$ cat src/design/tcpg_pkg.sv
package tcpg_pkg;

    // function codes of an input request
    localparam logic FUNC_LOAD   = 1'b0;
    localparam logic FUNC_RENDER = 1'b1;

    // register indexes on the configuration port
    localparam logic [2:0] REG_CELL_WIDTH  = 3'd0;
    localparam logic [2:0] REG_CELL_HEIGHT = 3'd1;
    localparam logic [2:0] REG_FONT_SIZE   = 3'd2;
    localparam logic [2:0] REG_CUR_SHOW    = 3'd3;
    localparam logic [2:0] REG_CUR_INSERT  = 3'd4;
    localparam logic [2:0] REG_CUR_ROW     = 3'd5;
    localparam logic [2:0] REG_CUR_COL     = 3'd6;

    localparam logic [23:0] DIM_MASK    = 24'h7F7F7F;
    localparam logic [3:0]  MAX_WIDTH   = 4'd8;
    localparam logic [2:0]  MSB_INDEX   = 3'd7;
    localparam logic [5:0]  CURSOR_ROWS = 6'd2;
    localparam int          QUEUE_DEPTH = 4;

    typedef struct packed {
        logic [3:0]  cell_width;
        logic [4:0]  cell_height;
        logic [12:0] font_size;
        logic        cur_show;
        logic        cur_insert;
        logic [6:0]  cur_row;
        logic [7:0]  cur_col;
    } t_cfg;

    // one classified cell scanline, ready for pixel output
    typedef struct packed {
        logic [7:0]  bits;
        logic [23:0] base;
        logic [23:0] gcol;
        logic [10:0] px0;
        logic [10:0] py;
        logic [3:0]  w;
    } t_cell;

endpackage

$ cat src/design/tcpg_back.sv
module tcpg_back import tcpg_pkg::*; (
    input  logic        i_clk,
    input  logic        i_rst_n,
    input  logic        i_q_valid,
    input  t_cell       i_head,
    output logic        o_pop,
    output logic        o_out_valid,
    input  logic        i_out_stall,
    output logic [10:0] o_pixel_x,
    output logic [10:0] o_pixel_y,
    output logic [23:0] o_pixel_colour,
    output logic        o_last
);

    logic [2:0]  r_gx;
    logic        r_out_valid;
    logic [10:0] r_pixel_x;
    logic [10:0] r_pixel_y;
    logic [23:0] r_pixel_colour;
    logic        r_last;

    logic        emit;
    logic        last;
    logic        bit_set;

    assign emit    = i_q_valid && (!r_out_valid || !i_out_stall);
    assign last    = ((4'(r_gx) + 4'd1) == i_head.w);
    assign bit_set = i_head.bits[MSB_INDEX - r_gx];
    assign o_pop   = emit && last;

    always_ff @(posedge i_clk) begin
        if (!i_rst_n) begin
            r_gx        <= '0;
            r_out_valid <= 1'b0;
        end else begin
            if (emit) begin
                r_gx <= last ? 3'd0 : 3'(r_gx + 1'b1);
            end
            if (emit) begin
                r_out_valid <= 1'b1;
            end else if (!i_out_stall) begin
                r_out_valid <= 1'b0;
            end
        end
    end

    always_ff @(posedge i_clk) begin
        if (emit) begin
            r_pixel_x      <= i_head.px0 + 11'(r_gx);
            r_pixel_y      <= i_head.py;
            r_pixel_colour <= bit_set ? i_head.gcol : i_head.base;
            r_last         <= last;
        end
    end

    assign o_out_valid    = r_out_valid;
    assign o_pixel_x      = r_pixel_x;
    assign o_pixel_y      = r_pixel_y;
    assign o_pixel_colour = r_pixel_colour;
    assign o_last         = r_last;

endmodule

$ cat config.mk
export PLATFORM = sky130hd
export DESIGN_NAME = tcpg_back
export DESIGN_NICKNAME = d
export VERILOG_FILES = /design/src/design/tcpg_pkg.sv /design/src/design/tcpg_back.sv
export SDC_FILE = /design/constraint.sdc
export NUM_CORES = 1
export LEC_CHECK = 0
export ABC_AREA = 1
export BUFFER_PORTS_ARGS = -buffer_cell sky130_fd_sc_hd__buf_2
export CAP_MARGIN = 20
export CORE_ASPECT_RATIO = 0.75
export CORE_MARGIN = 4
export CORE_UTILIZATION = 40
export DETAILED_ROUTE_END_ITERATION = 16
export PLACE_DENSITY_LB_ADDON = 0.2
export SETUP_SLACK_MARGIN = 0.1
export SYNTH_ARGS = -nofsm -noshare
export SYNTH_HDL_FRONTEND = slang
export SYNTH_SLANG_ARGS = --single-unit
$ cat constraint.sdc
create_clock -name i_clk -period 1.9 [get_ports i_clk]
set_clock_uncertainty 0.1 [all_clocks]
set_input_delay 0.095 -clock i_clk [delete_from_list [all_inputs] [get_ports i_clk]]
set_output_delay 0.095 -clock i_clk [all_outputs]
set_load 0.1 [all_outputs]
==> results.toml <==
[floorplan]
initial_utilization = 0.410
die_w_um = 97.0
coreArea_mm2 = 0.00580
die_h_um = 74.7
rows = 24
ios = 135
die_area_mm2 = 0.00725

[sta]
drv_slew = 0
finalSetupTns_ps = -12.7
tightestPinTransition_ps = 507
whs_ps = 1.28
relSlewSlack = 0.664
clock.fmax_mhz = 523
setup_viol = 1
min_period_ps = 1910
worst_slack_ps = -12.7
timing.final.crit_share = 1.01
finalHoldViolCount = 0
rsz0062_at_grt = "yes"

[setup_path]
critPathArrivalTime_ps = 1720
worst-path-stages = 9
r2r_cells = 9
slowest_delay_ps = 330
timing.rr.start = "r_gx[0]"
required_ps = 1700
worst-setup-path-type = "flop to primary output"
crit_family = "buffers and inverters"
cp-end-kind = "primary output"
r2r_slack_ps = 180
cp_cell_sequence = "buf_6 -> ha_4 -> inv_2 -> nand2_1 -> nand2_1 -> nor2_2 -> nand4_1 -> clkinvlp_4 -> buf_12"
reg2reg_to = "o_pixel_x[8]"
crit_buf_inv = 4
crit_fanout = 4
cp_common_cell = "nand2_1"
crit_path_top_delay_cell = "dfxtp_2"
cp-start-kind = "flop"

[synthesis]
syn_area_per_cell_um2 = 10.5
synth_top_area_cell = "edfxtp_1"
syn_area_mm2 = 0.00237
synth-main-ff-cell = "edfxtp_1"
synth_seq_cells = 51
yosys_warnings = 0
synthCells = 227
synthTopCellsByArea = "edfxtp_1 59%, nand2_1 12%, nand3_1 6.7%, dfxtp_1 3.4%, inv_1 2.5%"
async_flop_share = 0
synth_common_cells = "74 x nand2_1, 47 x edfxtp_1, 32 x nand3_1"
synth_edf_count = 47
yosysUniqueCellTypes = 24
yosysSeqAreaShare = 0.628
synth.most_common_cell = "nand2_1"
syn-num-nets = 318
synth_top_area_share = 0.594

[global_routing]
grt_pass1_wl_mm = 11.3
gr-total-overflow = 0
first_global_vias = 2361
grt_use_total = 0.195
grt_max_degree = 25
grt_antenna_before_repair = 0

[worst_hold_path]
hp-start = "i_head[30]"
hp-class = "input port to flop"
worstHoldPathCells = 3
whs_endpoint = "o_pixel_colour[4]"

[job]
max_cap_viol_count = 0

[clocking]
cts-root-buf = "clkbuf_8"
cts_htree_levels = 2
worstSkewPairLatency_ps = 300
cts_buffers = 5
cts_tree = "done"
clockBufferDepth = 2
clkTransAtPathRegs_ps = 100
clock_sinks = 51

[routing]
drt-vias-per-instance = 4.65
drt_first_iter_violations = 90
postRouteWirelength_mm = 7.13
routedWlPerCell_um = 13.9
remaining_drc_errors = 0
ant_nets = 0
vias = 2386
first_pass_iters = 4

[finish]
syn_to_final_growth_pct = 69.1
layout-drive-gt1-share = 0.416
fin_nets = 525
antenna_cells = 0

[power]
power_leakage_uw = 0.00191
powerDensity_mw_per_mm2 = 904
ir_drop_uv = 401

[placed_design]
port_buffers = 134
gp_congestion = 0.862
hpwl_mm = 4.59

[run_status]
violations = "setup timing"
outcome = "complete, but fails checks"
-- per-stage QoR --
step | setup slack (ps) | total power, uW | instances | instance area (um^2) | utilization
after floorplan | -452 | 2480 | 227 | 2400 | -
after detailed placement | 151 | 2740 | 439 | 3200 | 0.552
final | -12.7 | 3630 | 513 | 4020 | 0.693
after global placement | 208 | 2720 | 439 | 3200 | 0.552
after global routing | -122 | 3800 | 513 | 4020 | 0.693
after CTS | -35.8 | 3640 | 510 | 3960 | 0.683
-- how the worst max path moves through the flow --
stage / startpoint / endpoint
global route: r_gx[0] / o_pop
global placement: r_gx[0] / o_pop
finish: r_gx[0] / o_pop
CTS: r_gx[0] / o_pop
detailed placement: r_gx[1] / o_pop
floorplan: o_out_valid / o_pop
-- where the power goes --
| group | leakage [uW] | internal, uW | switching [uW] | total, uW |
|---|---|---|---|---|
| logic | 0.00136 | 363 | 1080 | 1440 |
| registers | 0.000493 | 1370 | 36.3 | 1410 |
| clock network | 0.0000548 | 397 | 382 | 780 |
-- final cells by class --
type                            count  area [um^2]
Multi-Input combinational cell    150          822
Clock inverter                      3         46.3
Inverter                           19         78.8
Timing Repair Buffer              207         1400
Tap cell                           78         97.6
Clock buffer                        5         68.8
Sequential cell                    51         1500
Fill cell                         440         1780
-- worst min-delay path, delay by kind of cell --
kind	cells	cell delay [ps]
buffers and inverters	1	80
AND/OR/NAND/NOR	2	130
-- sequential cells by signal (all words and copies together), names as in the netlist --
name and count:
r_gx 3, o_pixel_x 11, o_last 1, o_out_valid 1, o_pixel_y 11, o_pixel_colour 24
-- metal layers --
layer / routed length, um / global-route usage / part of all wire
met2: 3500 / 0.342 / 0.49
met5: 0 / 0 / 0
met3: 649 / 0.0611 / 0.091
met4: 102 / 0.0498 / 0.014
met1: 2880 / 0.241 / 0.40
-- cells by family after synthesis --
logic type / Yosys count / share of synthesized area
AO/OA/AOI/OAI: 8 / 0.0242
XOR/XNOR: 8 / 0.0295
adder cells (fa/ha/maj): 5 / 0.0295
buffers and inverters: 26 / 0.0511
flip-flops: 51 / 0.628
AND/OR/NAND/NOR: 129 / 0.238
-- layout by cell type (no fill, tap or decap), drive strengths merged, types with 4 or more instances in the layout --
cell type    count
xor2             6
nor2            15
nand3           34
clkbuf           5
dlygate4sd3     61
dfxtp            4
edfxtp          47
o21ai            5
buf            146
nand2           75
inv             18
ha               4
-- repair_timing --
action | 4_1_cts | 5_1_grt
hold endpoints to repair | 42 | 2
hold buffers | 59 | 2
buffers inserted | 4 | 1
pin swaps | 4 | 3
setup endpoints to repair | 1 | 4
resized for setup | 7 | 8
No activity file was read; power rests on OpenSTA's default activity.
