[src/design/tcpg_pkg.sv]
package tcpg_pkg;

    // function codes of an input request
    localparam logic FUNC_LOAD   = 1'b0;
    localparam logic FUNC_RENDER = 1'b1;

    // register indexes on the configuration port
    localparam logic [2:0] REG_CELL_WIDTH  = 3'd0;
    localparam logic [2:0] REG_CELL_HEIGHT = 3'd1;
    localparam logic [2:0] REG_FONT_SIZE   = 3'd2;
    localparam logic [2:0] REG_CUR_SHOW    = 3'd3;
    localparam logic [2:0] REG_CUR_INSERT  = 3'd4;
    localparam logic [2:0] REG_CUR_ROW     = 3'd5;
    localparam logic [2:0] REG_CUR_COL     = 3'd6;

    localparam logic [23:0] DIM_MASK    = 24'h7F7F7F;
    localparam logic [3:0]  MAX_WIDTH   = 4'd8;
    localparam logic [2:0]  MSB_INDEX   = 3'd7;
    localparam logic [5:0]  CURSOR_ROWS = 6'd2;
    localparam int          QUEUE_DEPTH = 4;

    typedef struct packed {
        logic [3:0]  cell_width;
        logic [4:0]  cell_height;
        logic [12:0] font_size;
        logic        cur_show;
        logic        cur_insert;
        logic [6:0]  cur_row;
        logic [7:0]  cur_col;
    } t_cfg;

    // one classified cell scanline, ready for pixel output
    typedef struct packed {
        logic [7:0]  bits;
        logic [23:0] base;
        logic [23:0] gcol;
        logic [10:0] px0;
        logic [10:0] py;
        logic [3:0]  w;
    } t_cell;

endpackage

[src/design/tcpg_queue.sv]
module tcpg_queue import tcpg_pkg::*; (
    input  logic  i_clk,
    input  logic  i_rst_n,
    input  logic  i_push,
    input  t_cell i_cell,
    output logic  o_full,
    input  logic  i_pop,
    output logic  o_valid,
    output t_cell o_head
);

    localparam int PW = $clog2(QUEUE_DEPTH);
    localparam int CW = $clog2(QUEUE_DEPTH + 1);

    t_cell         r_mem [QUEUE_DEPTH];
    logic [PW-1:0] r_wr_ptr;
    logic [PW-1:0] r_rd_ptr;
    logic [CW-1:0] r_count;
    logic          do_push;
    logic          do_pop;

    assign o_full  = (r_count == CW'(QUEUE_DEPTH));
    assign o_valid = (r_count != '0);
    assign o_head  = r_mem[r_rd_ptr];
    assign do_push = i_push && !o_full;
    assign do_pop  = i_pop && o_valid;

    always_ff @(posedge i_clk) begin
        if (!i_rst_n) begin
            r_wr_ptr <= '0;
            r_rd_ptr <= '0;
            r_count  <= '0;
        end else begin
            if (do_push) begin
                r_wr_ptr <= PW'(r_wr_ptr + 1'b1);
            end
            if (do_pop) begin
                r_rd_ptr <= PW'(r_rd_ptr + 1'b1);
            end
            if (do_push && !do_pop) begin
                r_count <= CW'(r_count + 1'b1);
            end else if (do_pop && !do_push) begin
                r_count <= CW'(r_count - 1'b1);
            end
        end
    end

    always_ff @(posedge i_clk) begin
        if (do_push) begin
            r_mem[r_wr_ptr] <= i_cell;
        end
    end

endmodule

[config.mk]
export PLATFORM = sky130hd
export DESIGN_NAME = tcpg_queue
export DESIGN_NICKNAME = d
export VERILOG_FILES = /design/src/design/tcpg_pkg.sv /design/src/design/tcpg_queue.sv
export SDC_FILE = /design/constraint.sdc
export NUM_CORES = 1
export LEC_CHECK = 0
export BUFFER_PORTS_ARGS = -buffer_cell sky130_fd_sc_hd__buf_2
export CELL_PAD_IN_SITES_DETAIL_PLACEMENT = 0
export CELL_PAD_IN_SITES_GLOBAL_PLACEMENT = 1
export CORE_ASPECT_RATIO = 0.7
export CORE_MARGIN = 1.5
export CORE_UTILIZATION = 45
export DETAILED_ROUTE_END_ITERATION = 10
export MAX_ROUTING_LAYER = met4
export PLACE_DENSITY_LB_ADDON = 0.1
export SYNTH_ARGS = -nofsm -noshare
export SYNTH_HDL_FRONTEND = slang
export SYNTH_SLANG_ARGS = --single-unit
[constraint.sdc]
create_clock -name i_clk -period 3.62 [get_ports i_clk]
set_clock_uncertainty 0.05 [all_clocks]
set_input_delay 0.724 -clock i_clk [delete_from_list [all_inputs] [get_ports i_clk]]
set_output_delay 0.724 -clock i_clk [all_outputs]
set_load 0.02 [all_outputs]
==> results of run 1 <==
## synth_stat cells
cell	count
sky130_fd_sc_hd__or3_1	2
sky130_fd_sc_hd__o21ai_0	1
sky130_fd_sc_hd__ha_1	5
sky130_fd_sc_hd__nor3b_2	1
sky130_fd_sc_hd__xor2_1	1
sky130_fd_sc_hd__nand2_1	4
sky130_fd_sc_hd__mux4_2	82
sky130_fd_sc_hd__inv_1	3
sky130_fd_sc_hd__nor2b_1	2
sky130_fd_sc_hd__o311ai_1	1
sky130_fd_sc_hd__edfxtp_1	328
sky130_fd_sc_hd__dfxtp_1	9
sky130_fd_sc_hd__xnor2_1	3
sky130_fd_sc_hd__clkbuf_1	2
sky130_fd_sc_hd__mux2i_1	3
sky130_fd_sc_hd__and2_1	8
sky130_fd_sc_hd__o31ai_2	1
sky130_fd_sc_hd__fa_1	1
sky130_fd_sc_hd__buf_6	1
sky130_fd_sc_hd__buf_2	9
sky130_fd_sc_hd__a21boi_0	1
sky130_fd_sc_hd__buf_12	8
## worst max path at each step
stage            from           to  depth (start not counted)  slack, ns
3_3_place_gp   i_push   r_count[2]                          8       0.95
5_1_grt          flop   o_head[24]                          3       0.30
6_report         flop   o_head[20]                          3       0.47
4_1_cts          flop   o_head[20]                          3       0.38
3_5_place_dp   i_push   r_count[2]                          8       0.85
2_1_floorplan  i_push  r_mem[0][0]                          3       0.20
## cell type report
type                            instances  area share (%)
Timing Repair Buffer                  184            7.11
Clock inverter                         14           0.961
Tap cell                              364            3.09
Antenna cell                            5          0.0850
Multi-Input combinational cell        116            14.5
Clock buffer                           44            5.94
Sequential cell                       337            68.2
Inverter                                3          0.0765
## metrics by stage
step | cell area, um^2 | hold slack (ns) | std cells | setup WS (ns) | total power (uW)
3_5_place_dp | 13700 | 0.457 | 1004 | 0.849 | 7800
4_1_cts | 14700 | 0.289 | 1062 | 0.378 | 11000
3_3_place_gp | 13700 | 0.430 | 1004 | 0.951 | 7750
2_1_floorplan | 12400 | 0.418 | 476 | 0.197 | 6980
6_report | 14700 | 0.323 | 1067 | 0.472 | 10900
5_1_grt | 14700 | 0.298 | 1067 | 0.296 | 11300
## power groups by stage
stage | clock network, uW | logic [uW] | registers, uW
6_report | 3220 | 2700 | 4940
5_1_grt | 3460 | 2900 | 4990
4_1_cts | 3320 | 2780 | 4950
3_5_place_dp | 0 | 2770 | 5030
3_3_place_gp | 0 | 2750 | 5000
2_1_floorplan | 0 | 2070 | 4920
## cell families (layout without fill, tap and decap cells)
logic type	Yosys count	after routing	share of synthesized area [%]
muxes	85	85	15.1
and+or+nand+nor	17	17	0.828
AOI/OAI and AO/OA	4	4	0.273
DFF	337	337	80.9
buffers and inverters	23	245	1.90
xor gates and xnor gates	4	4	0.283
other	0	5	0
adders and majority gates	6	6	0.666
## sequential cells by signal, summed over array words and instances (netlist names), named ones only
name and flops:
r_rd_ptr 2, r_mem 328, r_wr_ptr 2, r_count 3
## per-layer routing
| metal | GRT usage (%) | part of all wire [%] | up-vias |
|---|---|---|---|
| met2 | 28.1 | 49 | 145 |
| li1 | - | - | 2447 |
| met4 | 4.40 | 2.1 | 0 |
| met3 | 5.17 | 6.7 | 42 |
| met5 | - | 0 | - |
| met1 | 21.5 | 42 | 2903 |
## worst max-delay path, stage by stage, from the launching register on
cell and delay (ns):
sky130_fd_sc_hd__dfxtp_4 0.72, sky130_fd_sc_hd__buf_4 0.36, sky130_fd_sc_hd__mux4_2 0.54, sky130_fd_sc_hd__buf_2 0.18
==> impl_results.md, run 1 <==
- Tcrit/Tclk final: 87.0%
- Flops & latches, synth: 337
- Mapped Nets: 568
- Number of nets with antenna violations after routing: 0
- Worst R2R End: r_count[2]
- Type of element launching the critical path: flop
- Setup repair after global routing missed its margin: no
- Number of clock sinks: 337
- Antenna violations before repair: 5
- Static power due to leakage: 0.00492 uW
- Most common cell after layout, fill and taps aside: sky130_fd_sc_hd__edfxtp_1
- Max frequency: 0.318 GHz
- # Max-Cap Violations: 0
- Global-route wire length before repair: 35800 um
- Yosys top cell by area: sky130_fd_sc_hd__edfxtp_1
- First-pass DRT Iterations: 5
- Switching fraction of total power: 28.2%
- Data arrival time of the worst path: 2.37 ns
- Vias in the first global route: 6053
- Syn. warnings: 0
- Total GRT Usage: 17.3%
- Area occupied by registers: 0.0100 mm^2
- Site Rows: 50
- Fraction of final layout cells sized beyond drive strength 1: 45.6%
- Clock network fraction of design power: 29.7%
- Worst endpoint required time: 2.85 ns
- Total congestion overflow: 0
- Total length of routed wires: 23300 um
- Final Core Density: 54.7%
- Worst slew slack as a fraction of its limit: 62.3%
- Share of the synthesized area in the top cell type: 79.5%
- Netlist cell types: 22
- Floorplan die height: 142 um
- Worst voltage drop across the vdd grid: 0.000423 V
- Crit end category: primary output
- Port Buffers: 169
- Reg2reg path depth: 8
- WS Path Type: reg -> out
- Switching power total: 3060 uW
- Total half-perimeter wirelength after legalization and detailed placement: 14300 um
- PwrDens: 738 mW/mm^2
- Post-DR wirelength/cell: 21.8 um
- Time the worst path needs with I/O delays and setup: 3.15 ns
- Instance count along the most critical hold path: 1
- Worst hold path class: in -> reg
- Horiz. Die Dim: 201 um
- Final Hold Viols: 0
- Post-cts resize count: 0
- Number of buffers inserted during clock tree synthesis: 31
- Number of levels in the clock H-tree: 1
- Area added between synthesis and finish: 18.7%
- Top post-synthesis cells by area: sky130_fd_sc_hd__edfxtp_1 (79%), sky130_fd_sc_hd__mux4_2 (15%), sky130_fd_sc_hd__dfxtp_1 (1.5%)
- Syn avg cell area: 26.0 um^2
- Power share of the sequential group: 45.4%
- Startpoint of the most critical hold path: i_cell[15]
- Maximum number of pins on one net before global-route repair: 63
- CTS tree: built
- Worst-case hold path end point: r_mem[3][15]
- Sequential element share of the synthesized area: 80.9%
- Starting utilization of the core area: 46.1%
- Hold buffer count at CTS: 0
- Count of boundary I/O pins: 170
- Weighted congestion at the end of routability-driven global placement: 0.725
- # Post-CTS Setup Buffers: 0
- Internal reg-to-reg setup slack: 1.09 ns
- Crit Path Max Fanout: 25
- Number of instances in the synthesized netlist: 476
- Via count: 5537
- Highest-count cells in the layout ignoring fill and taps: sky130_fd_sc_hd__edfxtp_1 (328), sky130_fd_sc_hd__buf_2 (169), sky130_fd_sc_hd__mux4_2 (82), sky130_fd_sc_hd__clkbuf_16 (31)
- Number of DRC violations after detailed-routing iteration 0: 243
- Worst reg2reg startpoint: r_count[0]
- Mapped Area: 0.0124 mm^2
- Multi-input logic area: 0.00214 mm^2
- Number of max-slew violations in the final report: 0
- Internal Pwr Total: 7800 uW
- Filler Cells Inserted: 2093
- Clock latency reported for the late side of the worst-skew pair: 0.56 ns
- Slew at the pin with the worst max-slew slack: 0.566 ns
- Final nets: 765
- Placeable Area: 0.0269 mm^2
- Die footprint: 0.0286 mm^2
- Combinational fraction of design power: 24.9%
- Clock slew seen by the registers of the worst setup and hold paths: 0.07 ns
- Clock root buffer: sky130_fd_sc_hd__clkbuf_16
- Post-Route Setup TNS: 0 ns
- Number of setup violations in the final report: 0
- Result of the run: complete, no violations
- Drt drc: 0
- Number of buffers between clock root and the deepest sink: 3
- Vias per Instance: 5.19
Note: power is estimated with default switching activity, not from simulation.
==> inputs of run 2 (changes only) <==
--- a/config.mk
+++ b/config.mk
@@ -5,12 +5,13 @@
 export SDC_FILE = /design/constraint.sdc
 export NUM_CORES = 1
 export LEC_CHECK = 0
+export ABC_AREA = 1
 export BUFFER_PORTS_ARGS = -buffer_cell sky130_fd_sc_hd__buf_2
 export CELL_PAD_IN_SITES_DETAIL_PLACEMENT = 0
 export CELL_PAD_IN_SITES_GLOBAL_PLACEMENT = 1
-export CORE_ASPECT_RATIO = 0.7
+export CORE_ASPECT_RATIO = 0.6
 export CORE_MARGIN = 1.5
-export CORE_UTILIZATION = 45
+export CORE_UTILIZATION = 43
 export DETAILED_ROUTE_END_ITERATION = 10
 export MAX_ROUTING_LAYER = met4
 export PLACE_DENSITY_LB_ADDON = 0.1
==> impl_results.md, run 2 <==
- Result of the run: complete, no violations
- Worst path setup slack after routing: 0.584 ns
- CTS tree: built
- Die footprint: 0.0307 mm^2
- Wire length on met3: 1570 um
- Top post-synthesis cells by area: sky130_fd_sc_hd__edfxtp_1 (77%), sky130_fd_sc_hd__nor2_1 (5.2%), sky130_fd_sc_hd__o22ai_1 (3.9%)
- Global-route wire length before repair: 42500 um
- Capturing instance or port of the critical path: o_head[55]
- Worst reg2reg startpoint: r_count[0]
- Cell with the most instances after synthesis: sky130_fd_sc_hd__edfxtp_1
- Post-placement setup slack: 1.15 ns
- EDFF count, synth: 328
- Mapped Area: 0.0127 mm^2
- Weighted congestion at the end of routability-driven global placement: 0.753
- Number of buffers between clock root and the deepest sink: 3
- Number of nets with antenna violations after routing: 0
- Tcrit/Tclk final: 83.9%
- Total congestion overflow: 0
- Crit-path cells: buf_12, o21ai_0, o22ai_1, buf_2
- M1 wire length: 13400 um
- Total GRT Usage: 18.8%
- Worst hold path class: in -> reg
- # Post-CTS Setup Buffers: 0
- Hold buffer count at CTS: 0
- Async set or reset register ratio after synthesis: 0%
- Site Rows: 48
- Clock latency reported for the late side of the worst-skew pair: 0.55 ns
- Number of DRC violations after detailed-routing iteration 0: 528
- Total half-perimeter wirelength after legalization and detailed placement: 15600 um
- CP max-delay cell: sky130_fd_sc_hd__buf_12
- Crit end category: primary output
- Type of element launching the critical path: flop
- Highest-count cells in the layout ignoring fill and taps: sky130_fd_sc_hd__edfxtp_1 (328), sky130_fd_sc_hd__nor2_1 (172), sky130_fd_sc_hd__buf_2 (169), sky130_fd_sc_hd__o21ai_0 (85), sky130_fd_sc_hd__o22ai_1 (80)
- Worst R2R End: r_mem[3][29]
- Internal reg-to-reg setup slack: 1.40 ns
- Via count: 7405
- Vias in the first global route: 6987
- Static power due to leakage: 0.00521 uW
- Reg2reg path depth: 5
- Final nets: 1124
- Post-DR wirelength/cell: 19.1 um
- Port Buffers: 169
- Area added between synthesis and finish: 17.1%
- Data arrival time of the worst path: 2.26 ns
- Routed met2 length: 12500 um
- Commonest cells in the synthesized netlist: sky130_fd_sc_hd__edfxtp_1 (328), sky130_fd_sc_hd__nor2_1 (176), sky130_fd_sc_hd__o21ai_0 (85)
- Syn. warnings: 0
- Horiz. Die Dim: 225 um
- Number of setup violations in the final report: 0
- Sequential element share of the synthesized area: 78.7%
- Maximum number of pins on one net before global-route repair: 165
- Antenna violations before repair: 3
- Most flops, register: r_mem
- Biggest registers after layout: r_mem x328, r_count x3
- Flops & latches, synth: 337
- Worst endpoint required time: 2.85 ns
- Netlist cell types: 24
- Number of clock sinks: 337
- Yosys top cell by area: sky130_fd_sc_hd__edfxtp_1
- Mapped Nets: 954
- Number of buffers inserted during clock tree synthesis: 31
- Placeable Area: 0.0289 mm^2
- Share of the synthesized area in the top cell type: 77.3%
- Final Hold Viols: 0
- Fraction of final layout cells sized beyond drive strength 1: 24.7%
- Setup repair after global routing missed its margin: no
- Floorplan die height: 136 um
- Cell Count, Final, Fillers Out: 1457
- Number of levels in the clock H-tree: 1
- WS Path Type: reg -> out
- PwrDens: 717 mW/mm^2
- Worst voltage drop across the vdd grid: 0.000407 V
- Most common cell after layout, fill and taps aside: sky130_fd_sc_hd__edfxtp_1
- Syn avg cell area: 14.8 um^2
- Delay of the slowest cell on the worst path: 0.49 ns
- Number of max-slew violations in the final report: 0
- Total length of routed wires: 27800 um
- Cell total after placement: 1399
- Count of boundary I/O pins: 170
- Starting utilization of the core area: 44.0%
- Time the worst path needs with I/O delays and setup: 3.04 ns
- Worst slew slack as a fraction of its limit: 49.2%
- Number of instances in the synthesized netlist: 862
- Drt drc: 0
- Clock root buffer: sky130_fd_sc_hd__clkbuf_16
- Most used flip-flop cell after synthesis: sky130_fd_sc_hd__edfxtp_1
- Post-cts resize count: 0
- Top routing layer in use: met4
- Crit Path Max Fanout: 164
- Max frequency: 0.329 GHz
- Clock slew seen by the registers of the worst setup and hold paths: 0.06 ns
- First-pass DRT Iterations: 5
- # Max-Cap Violations: 0
- Max FFs per register: 328
- Vias per Instance: 5.08
- Slew at the pin with the worst max-slew slack: 0.762 ns
## run 2: changes by cell type after synthesis, moves of 8 or more
cell                       previous run  this run
sky130_fd_sc_hd__o21ai_0              1        85
sky130_fd_sc_hd__o22ai_1              0        80
sky130_fd_sc_hd__buf_2                9        18
sky130_fd_sc_hd__inv_1                3        15
sky130_fd_sc_hd__buf_6                1        13
sky130_fd_sc_hd__nor2_1               0       176
sky130_fd_sc_hd__o21ai_1              0        62
sky130_fd_sc_hd__clkbuf_1             2        14
sky130_fd_sc_hd__mux4_2              82         0
sky130_fd_sc_hd__o21ai_2              0        18
sky130_fd_sc_hd__and2_1               8         0
sky130_fd_sc_hd__nand2_1              4        15
## run 2: worst min path at each step
stage                     start      endpoint  slack, ns  depth (start not counted)
CTS                  i_cell[64]  r_mem[0][64]       0.30                          1
floorplan           r_rd_ptr[1]          flop       0.41                          2
global placement    r_rd_ptr[1]          flop       0.45                          2
detailed placement  r_rd_ptr[0]          flop       0.45                          2
global route         i_cell[79]  r_mem[1][79]       0.29                          1
finish               i_cell[64]  r_mem[2][64]       0.32                          1
## run 2: worst max-delay path: cells and delay by family, from the launching register on
kind                   cells  cell delay, ns
AOI/OAI and AO/OA          2            0.45
buffers and inverters      2            0.71
DFF                        1            0.38
## run 2: logic make-up (layout without fill, tap and decap cells)
| kind of cell | count (synthesis) | count (layout) | synth area share [%] |
|---|---|---|---|
| AND/OR/NAND/NOR | 198 | 198 | 5.94 |
| XOR/XNOR | 1 | 1 | 0.0688 |
| AO/OA/AOI/OAI | 250 | 250 | 11.3 |
| flip-flops | 337 | 337 | 78.7 |
| other | 0 | 3 | 0 |
| adder cells (fa/ha/maj) | 6 | 6 | 0.648 |
| buffers and inverters | 70 | 262 | 3.36 |
## run 2: final cells by class
type | instances | area [um^2]
Multi-Input combinational cell | 455 | 2310
Sequential cell | 337 | 10000
Tap cell | 400 | 500
Antenna cell | 3 | 7.51
Fill cell | 2502 | 14000
Inverter | 17 | 70.1
Timing Repair Buffer | 190 | 1120
Clock inverter | 16 | 77.6
Clock buffer | 39 | 806
## run 2: layer usage
| layer | GRT usage, % | up-vias |
|---|---|---|
| met2 | 27.4 | 164 |
| met3 | 4.15 | 33 |
| met4 | 3.62 | 0 |
| met1 | 27.4 | 3625 |
| li1 | - | 3583 |
| met5 | - | - |
## run 2: power by group
part / internal [uW] / leakage [uW] / switching, uW / total, uW
Clock: 1570 / 0.000440 / 1350 / 2920
Combinational: 862 / 0.00169 / 2080 / 2940
Sequential: 4740 / 0.00308 / 107 / 4850
## run 2: through the flow
stage	utilization [%]	setup TNS (ns)	hold slack, ns	total power (uW)	area [um^2]
after global routing	51.6	0	0.290	11300	14900
after floorplan	-	-395.89	0.415	6950	12700
after CTS	51.5	0	0.296	10800	14900
final	51.6	0	0.323	10700	14900
after detailed placement	48.5	0	0.451	7920	14000
after global placement	48.5	0	0.449	7920	14000
==> inputs of run 3 (changes only) <==
--- a/config.mk
+++ b/config.mk
@@ -11,7 +11,7 @@
 export CELL_PAD_IN_SITES_GLOBAL_PLACEMENT = 1
 export CORE_ASPECT_RATIO = 0.6
 export CORE_MARGIN = 1.5
-export CORE_UTILIZATION = 43
+export CORE_UTILIZATION = 47
 export DETAILED_ROUTE_END_ITERATION = 10
 export MAX_ROUTING_LAYER = met4
 export PLACE_DENSITY_LB_ADDON = 0.1
==> constraint.sdc (replaced) <==
create_clock -name i_clk -period 3 [get_ports i_clk]
set_clock_uncertainty 0.05 [all_clocks]
set_input_delay 0.6 -clock i_clk [delete_from_list [all_inputs] [get_ports i_clk]]
set_output_delay 0.6 -clock i_clk [all_outputs]
set_load 0.02 [all_outputs]
==> impl_results.md, run 3 (synthesis results as in run 2) <==
- First-pass DRT Iterations: 5
- Time the worst path needs with I/O delays and setup: 2.87 ns
- Number of buffer and inverter stages on the critical path: 2
- CTS tree: built
- Total congestion overflow: 0
- Total power: 13600 uW
- Clock slew seen by the registers of the worst setup and hold paths: 0.06 ns
- Total length of routed wires: 27800 um
- Most common cell after layout, fill and taps aside: sky130_fd_sc_hd__edfxtp_1
- Area added between synthesis and finish: 18.8%
- Clock root buffer: sky130_fd_sc_hd__clkbuf_16
- Cell Count, Final, Fillers Out: 1424
- Tcrit/Tclk final: 95.7%
- Delay of the slowest cell on the worst path: 0.57 ns
- Final nets: 1127
- Vias in the first global route: 7185
- Maximum number of pins on one net before global-route repair: 68
- Number of buffers between clock root and the deepest sink: 3
- Setup repair after global routing missed its margin: no
- Global-route wire length before repair: 42400 um
- Weighted congestion at the end of routability-driven global placement: 0.740
- Type of element launching the critical path: flop
- # Post-CTS Setup Buffers: 0
- Number of DRC violations after detailed-routing iteration 0: 528
- Max frequency: 0.348 GHz
- Number of levels in the clock H-tree: 1
- Floorplan die height: 131 um
- Internal Pwr Total: 9290 uW
- Static power due to leakage: 0.00533 uW
- Cell total after placement: 1362
- Drt drc: 0
- Max FFs per register: 328
- Clock network fraction of design power: 30.4%
- Port Buffers: 169
- Fraction of final layout cells sized beyond drive strength 1: 25.2%
- Crit Path Max Fanout: 29
- Number of max-slew violations in the final report: 0
- Power share of the sequential group: 43.2%
- Die footprint: 0.0281 mm^2
- Site Rows: 46
- Worst slew slack as a fraction of its limit: 62.3%
- Switching power total: 4310 uW
- Data arrival time of the worst path: 2.22 ns
- Post-DR wirelength/cell: 19.5 um
- Biggest registers after layout: r_mem x328, r_count x3
- Highest-count cells in the layout ignoring fill and taps: sky130_fd_sc_hd__edfxtp_1 (328), sky130_fd_sc_hd__nor2_1 (172), sky130_fd_sc_hd__buf_2 (169), sky130_fd_sc_hd__o21ai_0 (85), sky130_fd_sc_hd__o22ai_1 (80)
- Crit end category: primary output
- Crit-path cells: buf_4, o21ai_0, o22ai_1, buf_2
- Antenna violations before repair: 3
- Combinational fraction of design power: 26.4%
- Switching fraction of total power: 31.7%
- Cell area after placement: 0.0140 mm^2
- Number of buffers inserted during clock tree synthesis: 31
- Worst voltage drop across the vdd grid: 0.000539 V
- Final Core Density: 57.0%
- Number of clock sinks: 337
- Total GRT Usage: 20.4%
- PwrDens: 899 mW/mm^2
- Worst endpoint required time: 2.35 ns
- Total half-perimeter wirelength after legalization and detailed placement: 16500 um
- Placeable Area: 0.0265 mm^2
- Clock latency reported for the late side of the worst-skew pair: 0.56 ns
- Post-Route Setup TNS: 0 ns
- Number of setup violations in the final report: 0
- Count of boundary I/O pins: 170
- # Max-Cap Violations: 0
- CP max-delay cell: sky130_fd_sc_hd__dfxtp_4
- Vias per Instance: 5.28
- Result of the run: complete, no violations
- Via count: 7524
- Starting utilization of the core area: 48.0%
- WS Path Type: reg -> out
- Worst hold path class: in -> reg
- Area of all placed cells without fillers: 0.0151 mm^2
- Slew at the pin with the worst max-slew slack: 0.565 ns
- Horiz. Die Dim: 216 um
- Most flops, register: r_mem
- Final Hold Viols: 0
- Crit-path leading delay family: buffers and inverters
- Number of nets with antenna violations after routing: 0
## run 3: cell count changes in the layout (fill, tap and decap cells not counted)
cell	change
sky130_fd_sc_hd__buf_12	+3
sky130_fd_sc_hd__buf_4	-2
sky130_fd_sc_hd__buf_6	+2
sky130_fd_sc_hd__bufinv_16	+7
sky130_fd_sc_hd__clkbuf_1	-5
sky130_fd_sc_hd__clkinv_1	+4
sky130_fd_sc_hd__clkinv_2	-3
sky130_fd_sc_hd__diode_2	+1
sky130_fd_sc_hd__inv_6	+1
sky130_fd_sc_hd__inv_8	-1
## run 3: power by group through the flow
stage,Combinational [uW],Clock (uW),Sequential (uW)
2_1_floorplan,2420,0,5950
3_3_place_gp,3640,0,5970
3_5_place_dp,3630,0,5980
4_1_cts,3640,4230,5880
5_1_grt,3920,4420,5920
6_report,3590,4130,5880
## run 3: metrics by stage
| step | worst slack, ns | hold slack (ns) |
|---|---|---|
| after floorplan | -0.369 | 0.415 |
| after global placement | 0.643 | 0.439 |
| after detailed placement | 0.628 | 0.446 |
| after CTS | 0.0294 | 0.171 |
| after global routing | 0.0142 | 0.181 |
| final | 0.129 | 0.203 |
## run 3: per-layer routing
metal | vias up | wire (um) | global-route usage [%]
met5 | - | 0 | -
met4 | 0 | 368 | 3.99
met3 | 31 | 1710 | 4.88
met2 | 173 | 12300 | 29.3
met1 | 3728 | 13400 | 29.7
li1 | 3592 | - | -
## run 3: worst register-to-register path, delay by kind of cell (launching register included)
family                     cells  cell delay [ns]
buffers and inverters          2             0.23
and+or+nand+nor                4             0.70
AOI/OAI and AO/OA              1             0.16
adders and majority gates      2             0.64
DFF                            1             0.34
## run 3: layout make-up
class,count,area [um^2]
timing repair buffer,193,1180
inverter,17,70.1
sequential,337,10000
fill,2197,11400
tap,360,450
multi-input combinational,455,2310
antenna,4,10.0
clock inverter,24,285
clock buffer,34,787
## run 3: path summary, 6_finish.rpt
check,end,startpoint,slack (ns),cells after the start
worst max-delay path,o_head[52],flop,0.13,4
worst min register to register,flop,r_rd_ptr[1],0.46,2
worst min-delay path,r_mem[2][22],i_cell[22],0.20,1
worst max register to register,r_count[1],r_count[1],0.77,9
## run 3: timing repair
action                     4_1_cts  5_1_grt
gates resized for setup          0        2
hold buffers                     0        0
setup endpoints to repair        0       27
